## src/sv/clt_pkg.sv

```systemverilog
// clt_pkg: types, command codes and keyword table of the command line tokenizer
// used by command_line_tokenizer; depends on nothing else
package clt_pkg;

   typedef enum logic [1:0] {
      MODE_BETWEEN = 2'd0,
      MODE_WORD    = 2'd1,
      MODE_NUMBER  = 2'd2,
      MODE_ZERO    = 2'd3
   } mode_type;

   typedef enum logic [1:0] {
      KIND_EMPTY  = 2'd0,
      KIND_WORD   = 2'd1,
      KIND_NUMBER = 2'd2
   } kind_type;

   typedef enum logic [2:0] {
      CMD_NONE   = 3'd0,
      CMD_INSERT = 3'd1,
      CMD_PREV   = 3'd2,
      CMD_FIND   = 3'd3,
      CMD_DELETE = 3'd4,
      CMD_CLEAR  = 3'd5
   } cmd_type;

   localparam int          NUM_KEYWORDS = 5;
   localparam logic [30:0] NUM_LIMIT    = 31'h7FFF_FFFF;
   localparam logic [7:0]  CHAR_SPACE   = 8'd32;
   localparam logic [7:0]  CHAR_LF      = 8'd10;
   localparam logic [7:0]  CHAR_ZERO    = 8'd48;
   localparam logic [7:0]  CHAR_NINE    = 8'd57;
   localparam logic [7:0]  CHAR_A_LOW   = 8'd97;
   localparam logic [7:0]  CHAR_Z_LOW   = 8'd122;

   // keyword k is command code k+1
   function automatic logic [2:0] kw_len(input logic [2:0] k);
      case (k)
         3'd0:    kw_len = 3'd6;   // insert
         3'd1:    kw_len = 3'd4;   // prev
         3'd2:    kw_len = 3'd4;   // find
         3'd3:    kw_len = 3'd6;   // delete
         3'd4:    kw_len = 3'd5;   // clear
         default: kw_len = 3'd0;
      endcase
   endfunction

   function automatic logic [7:0] kw_char(input logic [2:0] k, input logic [2:0] idx);
      logic [7:0] ch;
      ch = 8'd0;
      case (k)
         3'd0: begin
            case (idx)
               3'd0:    ch = "i";
               3'd1:    ch = "n";
               3'd2:    ch = "s";
               3'd3:    ch = "e";
               3'd4:    ch = "r";
               3'd5:    ch = "t";
               default: ch = 8'd0;
            endcase
         end
         3'd1: begin
            case (idx)
               3'd0:    ch = "p";
               3'd1:    ch = "r";
               3'd2:    ch = "e";
               3'd3:    ch = "v";
               default: ch = 8'd0;
            endcase
         end
         3'd2: begin
            case (idx)
               3'd0:    ch = "f";
               3'd1:    ch = "i";
               3'd2:    ch = "n";
               3'd3:    ch = "d";
               default: ch = 8'd0;
            endcase
         end
         3'd3: begin
            case (idx)
               3'd0:    ch = "d";
               3'd1:    ch = "e";
               3'd2:    ch = "l";
               3'd3:    ch = "e";
               3'd4:    ch = "t";
               3'd5:    ch = "e";
               default: ch = 8'd0;
            endcase
         end
         3'd4: begin
            case (idx)
               3'd0:    ch = "c";
               3'd1:    ch = "l";
               3'd2:    ch = "e";
               3'd3:    ch = "a";
               3'd4:    ch = "r";
               default: ch = 8'd0;
            endcase
         end
         default: ch = 8'd0;
      endcase
      kw_char = ch;
   endfunction

endpackage

```

## src/sv/command_line_tokenizer.sv

```systemverilog
// command_line_tokenizer: splits a command line into tokens and decodes one command
// per line; depends on clt_pkg
//
//   channel | direction | handshake            | payload
//   req     | in        | req_valid/req_stall  | character, end_of_line
//   rsp     | out       | rsp_valid/rsp_stall  | command, word_start, word_length,
//           |           |                      | number_a, number_b, number_c
//
// one character is taken every cycle, unless a final character waits on a held result;
// a line's result passes from the input register, through scan and decode, into the
// result register once its final character is accepted
// reset (synchronous) clears the scan state and empties both registers
// rsp_stall holds the result; characters that do not end a line keep flowing,
// a final character waits in the input register until the result register frees
module command_line_tokenizer #(
   parameter int MAX_LINE = 131072
) (
   input  logic        clock,
   input  logic        reset,
   input  logic        req_valid,
   output logic        req_stall,
   input  logic [7:0]  req_character,
   input  logic        req_end_of_line,
   output logic        rsp_valid,
   input  logic        rsp_stall,
   output logic [2:0]  rsp_command,
   output logic [16:0] rsp_word_start,
   output logic [17:0] rsp_word_length,
   output logic [30:0] rsp_number_a,
   output logic [30:0] rsp_number_b,
   output logic [30:0] rsp_number_c
);

   localparam int PW = $clog2(MAX_LINE + 1);

   // input register
   logic       in_valid_ff, in_valid_in;
   logic [7:0] in_char_ff;
   logic       in_eol_ff;
   logic       in_load;
   logic       s1_go, s1_fire;

   // scan state
   clt_pkg::mode_type mode_ff, mode_in, sc_mode;
   logic [2:0]        count_ff, count_in, sc_count;
   logic              bad_ff, bad_in, sc_bad;
   logic [PW-1:0]     pos_ff, pos_in, sc_pos;
   logic [4:0]        match_ff, match_in, sc_match;
   logic [2:0]        ftl_ff, ftl_in, sc_ftl;
   clt_pkg::kind_type kinds_ff [4];
   clt_pkg::kind_type kinds_in [4];
   clt_pkg::kind_type sc_kinds [4];
   logic [PW-1:0]     ws_ff, ws_in, sc_ws;
   logic [PW-1:0]     wl_ff, wl_in, sc_wl;
   logic [30:0]       acc_ff [3];
   logic [30:0]       acc_in [3];
   logic [30:0]       sc_acc [3];
   logic [2:0]        ovf_ff, ovf_in, sc_ovf;

   // result register
   logic              rsp_valid_ff, rsp_valid_in;
   clt_pkg::cmd_type  cmd_ff, cmd_in;
   logic [16:0]       start_ff, start_in;
   logic [17:0]       length_ff, length_in;
   logic [30:0]       na_ff, na_in, nb_ff, nb_in, nc_ff, nc_in;

   // character classes
   logic is_sep, is_lower, is_digit, is_zero;
   logic [30:0] acc_sel;
   logic        ovf_sel;
   logic [34:0] dig_acc;
   logic        dig_big;
   logic [4:0]  kw_next;
   logic [2:0]  ftl_next;
   logic [31:0] ws_wide, wl_wide;
   logic [2:0]  kw_code;

   assign s1_go     = !in_eol_ff || !rsp_valid_ff || !rsp_stall;
   assign s1_fire   = in_valid_ff && s1_go;
   assign req_stall = in_valid_ff && !s1_go;
   assign in_load   = req_valid && !req_stall;
   assign in_valid_in = req_stall ? in_valid_ff : req_valid;

   assign is_sep   = (in_char_ff == clt_pkg::CHAR_SPACE) || (in_char_ff == clt_pkg::CHAR_LF);
   assign is_lower = (in_char_ff >= clt_pkg::CHAR_A_LOW) && (in_char_ff <= clt_pkg::CHAR_Z_LOW);
   assign is_digit = (in_char_ff >= clt_pkg::CHAR_ZERO) && (in_char_ff <= clt_pkg::CHAR_NINE);
   assign is_zero  = (in_char_ff == clt_pkg::CHAR_ZERO);

   // accumulator of the current numeric argument
   always_comb begin
      case (count_ff)
         3'd1: begin
            acc_sel = acc_ff[0];
            ovf_sel = ovf_ff[0];
         end
         3'd2: begin
            acc_sel = acc_ff[1];
            ovf_sel = ovf_ff[1];
         end
         3'd3: begin
            acc_sel = acc_ff[2];
            ovf_sel = ovf_ff[2];
         end
         default: begin
            acc_sel = '0;
            ovf_sel = 1'b1;
         end
      endcase
   end

   // times ten as two shifts
   assign dig_acc = (35'(acc_sel) << 3) + (35'(acc_sel) << 1)
                    + 35'(in_char_ff - clt_pkg::CHAR_ZERO);
   assign dig_big = dig_acc > 35'(clt_pkg::NUM_LIMIT);

   always_comb begin
      kw_next = match_ff;
      for (int k = 0; k < clt_pkg::NUM_KEYWORDS; k++) begin
         if (ftl_ff >= clt_pkg::kw_len(3'(k)) || clt_pkg::kw_char(3'(k), ftl_ff) != in_char_ff)
            kw_next[k] = 1'b0;
      end
      ftl_next = (ftl_ff < 3'd7) ? ftl_ff + 3'd1 : ftl_ff;
   end

   // scan one character, then close an open token at end of line
   always_comb begin
      logic feed_kw, feed_dig, do_close;
      logic [PW-1:0] end_pos;
      sc_mode  = mode_ff;
      sc_count = count_ff;
      sc_bad   = bad_ff;
      sc_pos   = pos_ff;
      sc_match = match_ff;
      sc_ftl   = ftl_ff;
      sc_ws    = ws_ff;
      sc_wl    = wl_ff;
      sc_ovf   = ovf_ff;
      for (int i = 0; i < 4; i++) sc_kinds[i] = kinds_ff[i];
      for (int j = 0; j < 3; j++) sc_acc[j] = acc_ff[j];
      feed_kw  = 1'b0;
      feed_dig = 1'b0;
      do_close = 1'b0;
      end_pos  = pos_ff;

      if (pos_ff < PW'(MAX_LINE)) begin
         if (!bad_ff) begin
            case (mode_ff)
               clt_pkg::MODE_BETWEEN: begin
                  if (!is_sep) begin
                     if (count_ff >= 3'd4) begin
                        sc_bad = 1'b1;
                     end else if (is_lower) begin
                        sc_kinds[count_ff[1:0]] = clt_pkg::KIND_WORD;
                        if (count_ff == 3'd1) sc_ws = pos_ff;
                        feed_kw = (count_ff == 3'd0);
                        sc_mode = clt_pkg::MODE_WORD;
                     end else if (is_zero) begin
                        sc_kinds[count_ff[1:0]] = clt_pkg::KIND_NUMBER;
                        sc_mode = clt_pkg::MODE_ZERO;
                     end else if (is_digit) begin
                        sc_kinds[count_ff[1:0]] = clt_pkg::KIND_NUMBER;
                        feed_dig = 1'b1;
                        sc_mode = clt_pkg::MODE_NUMBER;
                     end else begin
                        sc_bad = 1'b1;
                     end
                  end
               end
               clt_pkg::MODE_WORD: begin
                  if (is_lower) feed_kw = (count_ff == 3'd0);
                  else if (is_sep) do_close = 1'b1;
                  else sc_bad = 1'b1;
               end
               clt_pkg::MODE_NUMBER: begin
                  if (is_digit) feed_dig = 1'b1;
                  else if (is_sep) do_close = 1'b1;
                  else sc_bad = 1'b1;
               end
               default: begin
                  if (is_sep) do_close = 1'b1;
                  else sc_bad = 1'b1;
               end
            endcase
         end
         sc_pos = pos_ff + PW'(1);
      end

      if (feed_kw) begin
         sc_match = kw_next;
         sc_ftl   = ftl_next;
      end

      if (feed_dig && !ovf_sel) begin
         for (int j = 0; j < 3; j++) begin
            if (count_ff == 3'(j + 1)) begin
               sc_ovf[j] = dig_big;
               sc_acc[j] = dig_big ? 31'd0 : dig_acc[30:0];
            end
         end
      end

      // token still open when the line ends
      if (!do_close && in_eol_ff && !sc_bad && sc_mode != clt_pkg::MODE_BETWEEN) begin
         do_close = 1'b1;
         end_pos  = sc_pos;
      end

      if (do_close) begin
         if (sc_mode == clt_pkg::MODE_WORD && sc_count == 3'd1) sc_wl = end_pos - sc_ws;
         sc_count = sc_count + 3'd1;
         sc_mode  = clt_pkg::MODE_BETWEEN;
      end
   end

   // decode the command from the closed line
   always_comb begin
      kw_code   = 3'd0;
      cmd_in    = clt_pkg::CMD_NONE;
      start_in  = '0;
      length_in = '0;
      na_in     = '0;
      nb_in     = '0;
      nc_in     = '0;
      ws_wide   = 32'(sc_ws);
      wl_wide   = 32'(sc_wl);
      for (int k = 0; k < clt_pkg::NUM_KEYWORDS; k++) begin
         if (sc_match[k] && sc_ftl == clt_pkg::kw_len(3'(k))) kw_code = 3'(k + 1);
      end
      if (!sc_bad && sc_kinds[0] == clt_pkg::KIND_WORD) begin
         case (clt_pkg::cmd_type'(kw_code))
            clt_pkg::CMD_INSERT, clt_pkg::CMD_FIND: begin
               if (sc_kinds[1] == clt_pkg::KIND_WORD && sc_kinds[2] == clt_pkg::KIND_EMPTY &&
                   sc_kinds[3] == clt_pkg::KIND_EMPTY) begin
                  cmd_in    = clt_pkg::cmd_type'(kw_code);
                  start_in  = ws_wide[16:0];
                  length_in = wl_wide[17:0];
               end
            end
            clt_pkg::CMD_PREV: begin
               if (sc_kinds[1] == clt_pkg::KIND_NUMBER && sc_kinds[2] == clt_pkg::KIND_NUMBER &&
                   sc_kinds[3] == clt_pkg::KIND_NUMBER && sc_ovf == 3'b000) begin
                  cmd_in = clt_pkg::CMD_PREV;
                  na_in  = sc_acc[0];
                  nb_in  = sc_acc[1];
                  nc_in  = sc_acc[2];
               end
            end
            clt_pkg::CMD_DELETE: begin
               if (sc_kinds[1] == clt_pkg::KIND_NUMBER && sc_kinds[2] == clt_pkg::KIND_EMPTY &&
                   sc_kinds[3] == clt_pkg::KIND_EMPTY && !sc_ovf[0]) begin
                  cmd_in = clt_pkg::CMD_DELETE;
                  na_in  = sc_acc[0];
               end
            end
            clt_pkg::CMD_CLEAR: begin
               if (sc_kinds[1] == clt_pkg::KIND_EMPTY && sc_kinds[2] == clt_pkg::KIND_EMPTY &&
                   sc_kinds[3] == clt_pkg::KIND_EMPTY)
                  cmd_in = clt_pkg::CMD_CLEAR;
            end
            default: cmd_in = clt_pkg::CMD_NONE;
         endcase
      end
   end

   // next scan state: back to reset values after a line
   always_comb begin
      mode_in  = mode_ff;
      count_in = count_ff;
      bad_in   = bad_ff;
      pos_in   = pos_ff;
      match_in = match_ff;
      ftl_in   = ftl_ff;
      ws_in    = ws_ff;
      wl_in    = wl_ff;
      ovf_in   = ovf_ff;
      for (int i = 0; i < 4; i++) kinds_in[i] = kinds_ff[i];
      for (int j = 0; j < 3; j++) acc_in[j] = acc_ff[j];
      if (s1_fire) begin
         if (in_eol_ff) begin
            mode_in  = clt_pkg::MODE_BETWEEN;
            count_in = '0;
            bad_in   = 1'b0;
            pos_in   = '0;
            match_in = '1;
            ftl_in   = '0;
            ws_in    = '0;
            wl_in    = '0;
            ovf_in   = '0;
            for (int i = 0; i < 4; i++) kinds_in[i] = clt_pkg::KIND_EMPTY;
            for (int j = 0; j < 3; j++) acc_in[j] = '0;
         end else begin
            mode_in  = sc_mode;
            count_in = sc_count;
            bad_in   = sc_bad;
            pos_in   = sc_pos;
            match_in = sc_match;
            ftl_in   = sc_ftl;
            ws_in    = sc_ws;
            wl_in    = sc_wl;
            ovf_in   = sc_ovf;
            for (int i = 0; i < 4; i++) kinds_in[i] = sc_kinds[i];
            for (int j = 0; j < 3; j++) acc_in[j] = sc_acc[j];
         end
      end
   end

   always_comb begin
      rsp_valid_in = rsp_valid_ff && rsp_stall;
      if (s1_fire && in_eol_ff) rsp_valid_in = 1'b1;
   end

   always_ff @(posedge clock) begin
      if (reset) begin
         in_valid_ff  <= 1'b0;
         rsp_valid_ff <= 1'b0;
         mode_ff      <= clt_pkg::MODE_BETWEEN;
         count_ff     <= '0;
         bad_ff       <= 1'b0;
         pos_ff       <= '0;
         match_ff     <= '1;
         ftl_ff       <= '0;
         ws_ff        <= '0;
         wl_ff        <= '0;
         ovf_ff       <= '0;
         for (int i = 0; i < 4; i++) kinds_ff[i] <= clt_pkg::KIND_EMPTY;
         for (int j = 0; j < 3; j++) acc_ff[j] <= '0;
      end else begin
         in_valid_ff  <= in_valid_in;
         rsp_valid_ff <= rsp_valid_in;
         mode_ff      <= mode_in;
         count_ff     <= count_in;
         bad_ff       <= bad_in;
         pos_ff       <= pos_in;
         match_ff     <= match_in;
         ftl_ff       <= ftl_in;
         ws_ff        <= ws_in;
         wl_ff        <= wl_in;
         ovf_ff       <= ovf_in;
         for (int i = 0; i < 4; i++) kinds_ff[i] <= kinds_in[i];
         for (int j = 0; j < 3; j++) acc_ff[j] <= acc_in[j];
      end
   end

   always_ff @(posedge clock) begin
      if (in_load) begin
         in_char_ff <= req_character;
         in_eol_ff  <= req_end_of_line;
      end
      if (s1_fire && in_eol_ff) begin
         cmd_ff    <= cmd_in;
         start_ff  <= start_in;
         length_ff <= length_in;
         na_ff     <= na_in;
         nb_ff     <= nb_in;
         nc_ff     <= nc_in;
      end
   end

   assign rsp_valid       = rsp_valid_ff;
   assign rsp_command     = cmd_ff;
   assign rsp_word_start  = start_ff;
   assign rsp_word_length = length_ff;
   assign rsp_number_a    = na_ff;
   assign rsp_number_b    = nb_ff;
   assign rsp_number_c    = nc_ff;

   a_line_end_clears: assert property (@(posedge clock) disable iff (reset)
      s1_fire && in_eol_ff |=> count_ff == 3'd0 && mode_ff == clt_pkg::MODE_BETWEEN
                               && pos_ff == '0)
      else $error("scan state not cleared after end of line");

   a_line_end_result: assert property (@(posedge clock) disable iff (reset)
      s1_fire && in_eol_ff |=> rsp_valid_ff)
      else $error("end of line gave no result");

   a_token_bound: assert property (@(posedge clock) disable iff (reset)
      count_ff <= 3'd4)
      else $error("more than four tokens counted");

   a_overflow_zero: assert property (@(posedge clock) disable iff (reset)
      ovf_ff[0] |-> acc_ff[0] == 31'd0)
      else $error("overflowed number kept a value");

endmodule

```

## config.mk

```make
export PLATFORM = sky130hd
export DESIGN_NAME = command_line_tokenizer
export DESIGN_NICKNAME = d
export VERILOG_FILES = /design/src/sv/clt_pkg.sv /design/src/sv/command_line_tokenizer.sv
export SDC_FILE = /design/constraint.sdc
export NUM_CORES = 1
export LEC_CHECK = 0
export BUFFER_PORTS_ARGS = -buffer_cell sky130_fd_sc_hd__buf_2
export CAP_MARGIN = 10
export CELL_PAD_IN_SITES_DETAIL_PLACEMENT = 0
export CELL_PAD_IN_SITES_GLOBAL_PLACEMENT = 1
export CORE_ASPECT_RATIO = 0.6
export CORE_MARGIN = 5
export CORE_UTILIZATION = 48
export CTS_BUF_LIST = sky130_fd_sc_hd__clkbuf_8
export DETAILED_ROUTE_END_ITERATION = 7
export HOLD_SLACK_MARGIN = 0.03
export PLACE_DENSITY = 0.83
export SLEW_MARGIN = 0
export SYNTH_ARGS = -nofsm -noshare
export SYNTH_HDL_FRONTEND = slang
export SYNTH_SLANG_ARGS = --single-unit
```

## constraint.sdc

```tcl
create_clock -name clock -period 7.3 [get_ports clock]
set_clock_uncertainty 0.1 [all_clocks]
set_input_delay 2.19 -clock clock [delete_from_list [all_inputs] [get_ports clock]]
set_output_delay 2.19 -clock clock [all_outputs]
set_load 0.02 [all_outputs]
```

==> results of run 1 <==
==> power groups by stage <==
stage          registers [mW]  logic, mW  clock network (mW)
2_1_floorplan            1.89      0.157                   0
3_3_place_gp             1.89      0.227                   0
3_5_place_dp             1.89      0.230                   0
4_1_cts                  1.85      0.231                1.48
5_1_grt                  1.85      0.255                1.56
6_report                 1.85      0.237                1.45
==> path summary, 6_finish.rpt <==
check / start / end / slack, ns / cells past startpoint
hold / removal: ws_ff[17]$_SDFFE_PP0P_ / ws_ff[17]$_SDFFE_PP0P_ / 0.36 / 1
hold reg to reg: ws_ff[17]$_SDFFE_PP0P_ / ws_ff[17]$_SDFFE_PP0P_ / 0.36 / 1
setup reg to reg: count_ff[2]$_SDFFE_PP0P_ / rsp_number_b[1]$_SDFFCE_PN0P_ / 0.59 / 18
setup / recovery: count_ff[2]$_SDFFE_PP0P_ / rsp_number_b[1]$_SDFFCE_PN0P_ / 0.59 / 18
==> worst max-delay path: cells and delay by family, from the launching register on <==
kind / cells / cell delay (ns)
multiplexers: 1 / 0.41
adder cells (fa/ha/maj): 3 / 1.39
flip-flops: 1 / 0.46
AO/OA/AOI/OAI: 8 / 2.73
AND/OR/NAND/NOR: 2 / 0.27
buffers and inverters: 4 / 1.10
==> synth_stat cells (all sizes together), types with 6 or more instances <==
cell and n:
xnor2 48, nor4 8, fa 29, a22oi 27
nand4 14, a32oi 47, o21a 20, a21o 22
and3 6, o21ai 103, edfxtp 140, xor2 44
inv 62, or3 14, a222oi 28, a211oi 9
ha 67, a31oi 14, nand2b 10, dfxtp 174
clkbuf 107, buf 37, mux2i 36, o211ai 8
nand2 223, nand3 117, a21oi 187, and2 19
nor2 253, nor3 37, nor2b 14
==> metrics by stage <==
stage / total power [mW] / instances
2_1_floorplan: 2.05 / 2004
3_3_place_gp: 2.12 / 2522
3_5_place_dp: 2.12 / 2522
4_1_cts: 3.56 / 2611
5_1_grt: 3.67 / 2611
6_report: 3.54 / 2611
==> layout by cell type (no fill, tap or decap), types with 37 or more instances in the layout <==
master    netlist  final
o21ai_0        93     93
nor2_1        253    251
xnor2_1        48     48
xor2_1         44     44
edfxtp_1      140    140
nor3_1         37     37
buf_2          28    144
a32oi_1        47     47
a21oi_1       185    185
ha_1           67     66
nand2_1       223    220
dfxtp_1       174    174
clkbuf_8        0     51
buf_4           3     39
inv_1          62     82
nand3_1       117    117
==> cell families (layout without fill, tap and decap cells) <==
kind of cell | after synthesis | count (layout) | share of synthesized area
adders and majority gates | 96 | 96 | 0.0798
muxes | 38 | 38 | 0.0215
buffers and inverters | 208 | 339 | 0.0465
AOI/OAI and AO/OA | 517 | 517 | 0.190
xor gates and xnor gates | 92 | 92 | 0.0453
DFF | 314 | 314 | 0.432
and+or+nand+nor | 739 | 739 | 0.184
==> routing by layer <==
layer / track usage / share of wire
met5: 0 / 0
met1: 0.427 / 0.50
met3: 0.0796 / 0.12
met4: 0.0519 / 0.016
met2: 0.322 / 0.37
==> area by class of cell <==
type                    instances  area share
clock buffers                  51      0.0354
clock inverters                38      0.0110
inverters                      64      0.0121
multi-input cells            1482       0.469
flip-flops and latches        314       0.388
well taps                     476      0.0300
repair buffers                186      0.0541
==> sequential cells by signal, indices dropped and copies added (netlist names), 2 cells and up <==
register,count
acc_ff,93
count_ff,3
ftl_ff,3
in_char_ff,8
kinds_ff,8
match_ff,5
mode_ff,2
ovf_ff,3
pos_ff,18
rsp_command,3
rsp_number_a,31
rsp_number_b,31
rsp_number_c,31
rsp_word_length,18
rsp_word_start,17
wl_ff,18
ws_ff,18
==> summary.txt, run 1 <==
outcome -> complete, but fails checks
failing checks -> design-rule violations
root buffer cell -> clkbuf_8
required time worst endpoint -> 7.63 ns
Slowest Stage Delay on Critical Path -> 0.84 ns
setup TNS -> 0 ns
Initial Util -> 0.487
final hold vios -> 0
Sequential Power Share -> 0.523
Yosys cell types -> 76
setup slack after layout -> 0.586 ns
clock share of power -> 0.410
worst slew pin tran -> 1.17 ns
Clk Latency, worst-skew pair -> 0.62 ns
Post-Syn Area -> 17800 µm²
PostCTS Resize Cnt -> 0
chip height -> 159 µm
Slew Viols, Final -> 0
switching share of total power -> 0.260
wire per inst -> 21.3 µm
CTS max path bufs -> 3
cell count after synthesis -> 2004
top post-synthesis cells by area -> edfxtp_1 24%, dfxtp_1 20%, nor2_1 5.3%
Avg Inst Size Synth -> 8.87 µm²
Avg Vias per Cell -> 6.07
Synth async-reset ratio -> 0
hold buffers post-CTS -> 0
multi-input combinational cell area -> 9310 µm²
synth warn -> 0
final core occ -> 0.543
CTS tree -> done
global-route wire length before repair -> 86.2 mm
Worst Hold Class -> reg2reg
CP Class -> reg2reg
CP max stage cell -> a222oi_1
RSZ-0062 raised after global routing -> false
core footprint -> 36500 µm²
Iteration-0 DRC Markers -> 1967
I/O pin total -> 146
pre-CTS setup slack -> 0.714 ns
P_leak -> 7.95 nW
crit path capture type -> flip-flop
fin crit share -> 0.920
layout cells sized above 1 -> 0.131
EDFF count, synth -> 140
Final Net Count -> 2206
Peak VDD IR -> 131 µV
Pint -> 2.62 mW
global route overflow -> 0
Net Count, Synth -> 2113
DR DRC count -> 2
post-route ant nets -> 0
MaxCap Viol Count -> 0
CTS sink cnt -> 314
Gate power share -> 0.067
First-pass DRT Iterations -> 8
CP Max Fanout -> 71
Synth area leader -> edfxtp_1
DP Area -> 18900 µm²
Placement Rows -> 54
register area -> 7690 µm²
CTS clk-pin slew, worst paths -> 0.07 ns
Yosys top cell area share -> 0.236
count of final setup violators -> 0
Global Route Usage Sum -> 0.258
Die Wd -> 258 µm
Power Density -> 179 nW/µm²
Primary FF master, synth -> dfxtp_1
die footprint -> 41100 µm²
P_sw -> 921 µW
Critical Path Most Common Cell -> a21oi_1
final worst path period need -> 6.71 ns
# H-tree levels -> 2
crit-path cells -> clkinv_1 > ha_2 > a222oi_1 > fa_1 > inv_1 > ha_1 > a21o_1 > nor3_1 > a21oi_1 > a21boi_1 > a21oi_2 > a31oi_1 > mux2_2 > a2111oi_4 > buf_12 > buf_4 > nand3_1 > a21oi_1
vias in the first global route -> 14800
largest net degree at the start of global routing -> 92
initial antenna violation count -> 0
Startpoint Class -> flip-flop
via count -> 15900
Inserted Diodes -> 0
worst rel slew slack -> 0.219
Worst EP arrival -> 7.05 ns
hpwl dp -> 38.4 mm
fillcell total -> 3417
highest clock rate -> 0.149 GHz
Area Growth Syn to Fin -> 11.5%
GPL Wtd Cong -> 0.919
Hold Worst Slack -> 0.362 ns
port bufs -> 145
Seq cells post-synth -> 314
total CTS buffers -> 49
Routed WL -> 55.6 mm
sequential share of the synthesized area -> 0.432
Post-CTS Setup Bufs -> 0
design area -> 19800 µm²
Power figures use the tool's default switching activity.
==> run 2, diff against run 1 <==
Settings changed: CORE_UTILIZATION 48 to 25, PLACE_DENSITY 0.83 to 0.49, REMOVE_ABC_BUFFERS set to 1.
==> summary.txt, run 2 (same netlist as run 1, synthesis figures left out) <==
largest net degree at the start of global routing -> 55
highest clock rate -> 0.146 GHz
post-route ant nets -> 0
Initial Util -> 0.253
required time worst endpoint -> 7.68 ns
Slew Viols, Final -> 0
met2 wire len -> 24.6 mm
# H-tree levels -> 2
RR Startpoint -> count_ff[2]$_SDFFE_PP0P_
Largest register FFs -> 93
outcome -> complete, no violations
Worst EP arrival -> 7.21 ns
Area Growth Syn to Fin -> 16.2%
wire per inst -> 21.8 µm
non-filler cells in the finished layout -> 3093
CTS clk-pin slew, worst paths -> 0.07 ns
initial antenna violation count -> 1
Clk Latency, worst-skew pair -> 0.67 ns
Routed WL -> 67.3 mm
MaxCap Viol Count -> 0
Avg Vias per Cell -> 5.13
port bufs -> 145
chip height -> 217 µm
CTS tree -> done
crit-path cells -> clkinv_1 > ha_1 > buf_4 > a222oi_1 > inv_1 > fa_1 > ha_1 > a21oi_1 > o21ai_0 > a311o_1 > a211oi_1 > o21ai_0 > a31oi_1 > mux2_2 > a2111oi_4 > buf_4 > buf_4 > nand3_1 > a21oi_1
global route overflow -> 0
PostCTS Resize Cnt -> 0
Pwr Total -> 3.78 mW
count of final setup violators -> 0
Biggest register -> acc_ff
Post-CTS Setup Bufs -> 0
final hold vios -> 0
setup slack after layout -> 0.470 ns
GPL Wtd Cong -> 0.867
First-pass DRT Iterations -> 8
global-route wire length before repair -> 101 mm
CTS sink cnt -> 314
metal3 WL -> 5.00 mm
CTS max path bufs -> 3
Critical Path Most Common Cell -> buf_4
Die Wd -> 354 µm
die footprint -> 76700 µm²
pre-CTS setup slack -> 0.622 ns
CP Class -> reg2reg
commonest non-fill, non-tap cell in the layout -> nor2_1
Power Density -> 183 nW/µm²
Slowest Stage Delay on Critical Path -> 0.50 ns
worst rel slew slack -> 0.130
Global Route Usage Sum -> 0.171
Inserted Diodes -> 0
DR DRC count -> 0
I/O pin total -> 146
vias in the first global route -> 15100
design area -> 20700 µm²
worst setup path startpoint -> count_ff[2]$_SDFFE_PP0P_
hpwl dp -> 47.7 mm
Final Net Count -> 2230
layout cells sized above 1 -> 0.142
dominant delay contributor by cell family on the critical path -> compound AO/OA/AOI/OAI gates
setup TNS -> 0 ns
Iteration-0 DRC Markers -> 1703
met1 wire length -> 36.9 mm
CP max stage cell -> ha_1
core footprint -> 70200 µm²
most frequent cells in the layout -> 251 x nor2_1, 223 x nand2_1, 185 x a21oi_1, 174 x dfxtp_1, 144 x buf_2
RSZ-0062 raised after global routing -> false
P_leak -> 8.10 nW
total CTS buffers -> 56
Peak VDD IR -> 77.9 µV
Buf+Inv Stages, Crit Path -> 5
fin crit share -> 0.936
final worst path period need -> 6.83 ns
via count -> 15900
Startpoint Class -> flip-flop
root buffer cell -> clkbuf_8
crit path capture type -> flip-flop
CP Max Fanout -> 50
Post-Place Cells -> 2987
DP Area -> 19600 µm²
Placement Rows -> 75
Worst Hold Class -> reg2reg
Max Used Layer -> met4
worst slew pin tran -> 1.29 ns
hold path startpoint -> match_ff[3]$_SDFFE_PP1P_
hold buffers post-CTS -> 0
## run 2: power by group
| part | switching [mW] | internal, mW |
|---|---|---|
| clock network | 0.830 | 0.843 |
| logic | 0.191 | 0.0655 |
| registers | 0.0120 | 1.84 |
## run 2: path summary, 6_finish.rpt
check	to	slack (ns)	depth (start not counted)
setup reg to reg	rsp_number_c[6]$_SDFFCE_PN0P_	0.47	19
hold / removal	match_ff[3]$_SDFFE_PP1P_	0.36	1
hold reg to reg	match_ff[3]$_SDFFE_PP1P_	0.36	1
setup / recovery	rsp_number_c[6]$_SDFFCE_PN0P_	0.47	19
## run 2: layout make-up
cell class / instances / area [µm²]
clock buffers: 61 / 840
clock inverters: 45 / 248
fillers: 7482 / 49500
inverters: 64 / 240
multi-input cells: 1482 / 9310
flip-flops and latches: 314 / 7690
well taps: 924 / 1160
repair buffers: 203 / 1180
## run 2: per-stage QoR
stage	util	hold slack (ns)
3_3_place_gp	0.279	0.345
2_1_floorplan	-	0.328
6_report	0.294	0.362
5_1_grt	0.294	0.373
3_5_place_dp	0.279	0.351
4_1_cts	0.294	0.365
## run 2: worst register-to-register path, cell delays in order (launching register included)
cell	delay (ns)
dfxtp_1	0.43
clkinv_1	0.26
ha_1	0.50
buf_4	0.31
a222oi_1	0.41
inv_1	0.16
fa_1	0.49
ha_1	0.39
a21oi_1	0.21
o21ai_0	0.14
a311o_1	0.44
a211oi_1	0.36
o21ai_0	0.12
a31oi_1	0.50
mux2_2	0.43
a2111oi_4	0.24
buf_4	0.27
buf_4	0.49
nand3_1	0.18
a21oi_1	0.23
## run 2: routing by layer
metal  vias to the layer above  GRT usage
li1                       7461          -
met1                      7710      0.289
met2                       633      0.216
met3                        63     0.0304
met4                         0     0.0327
met5                         -          0
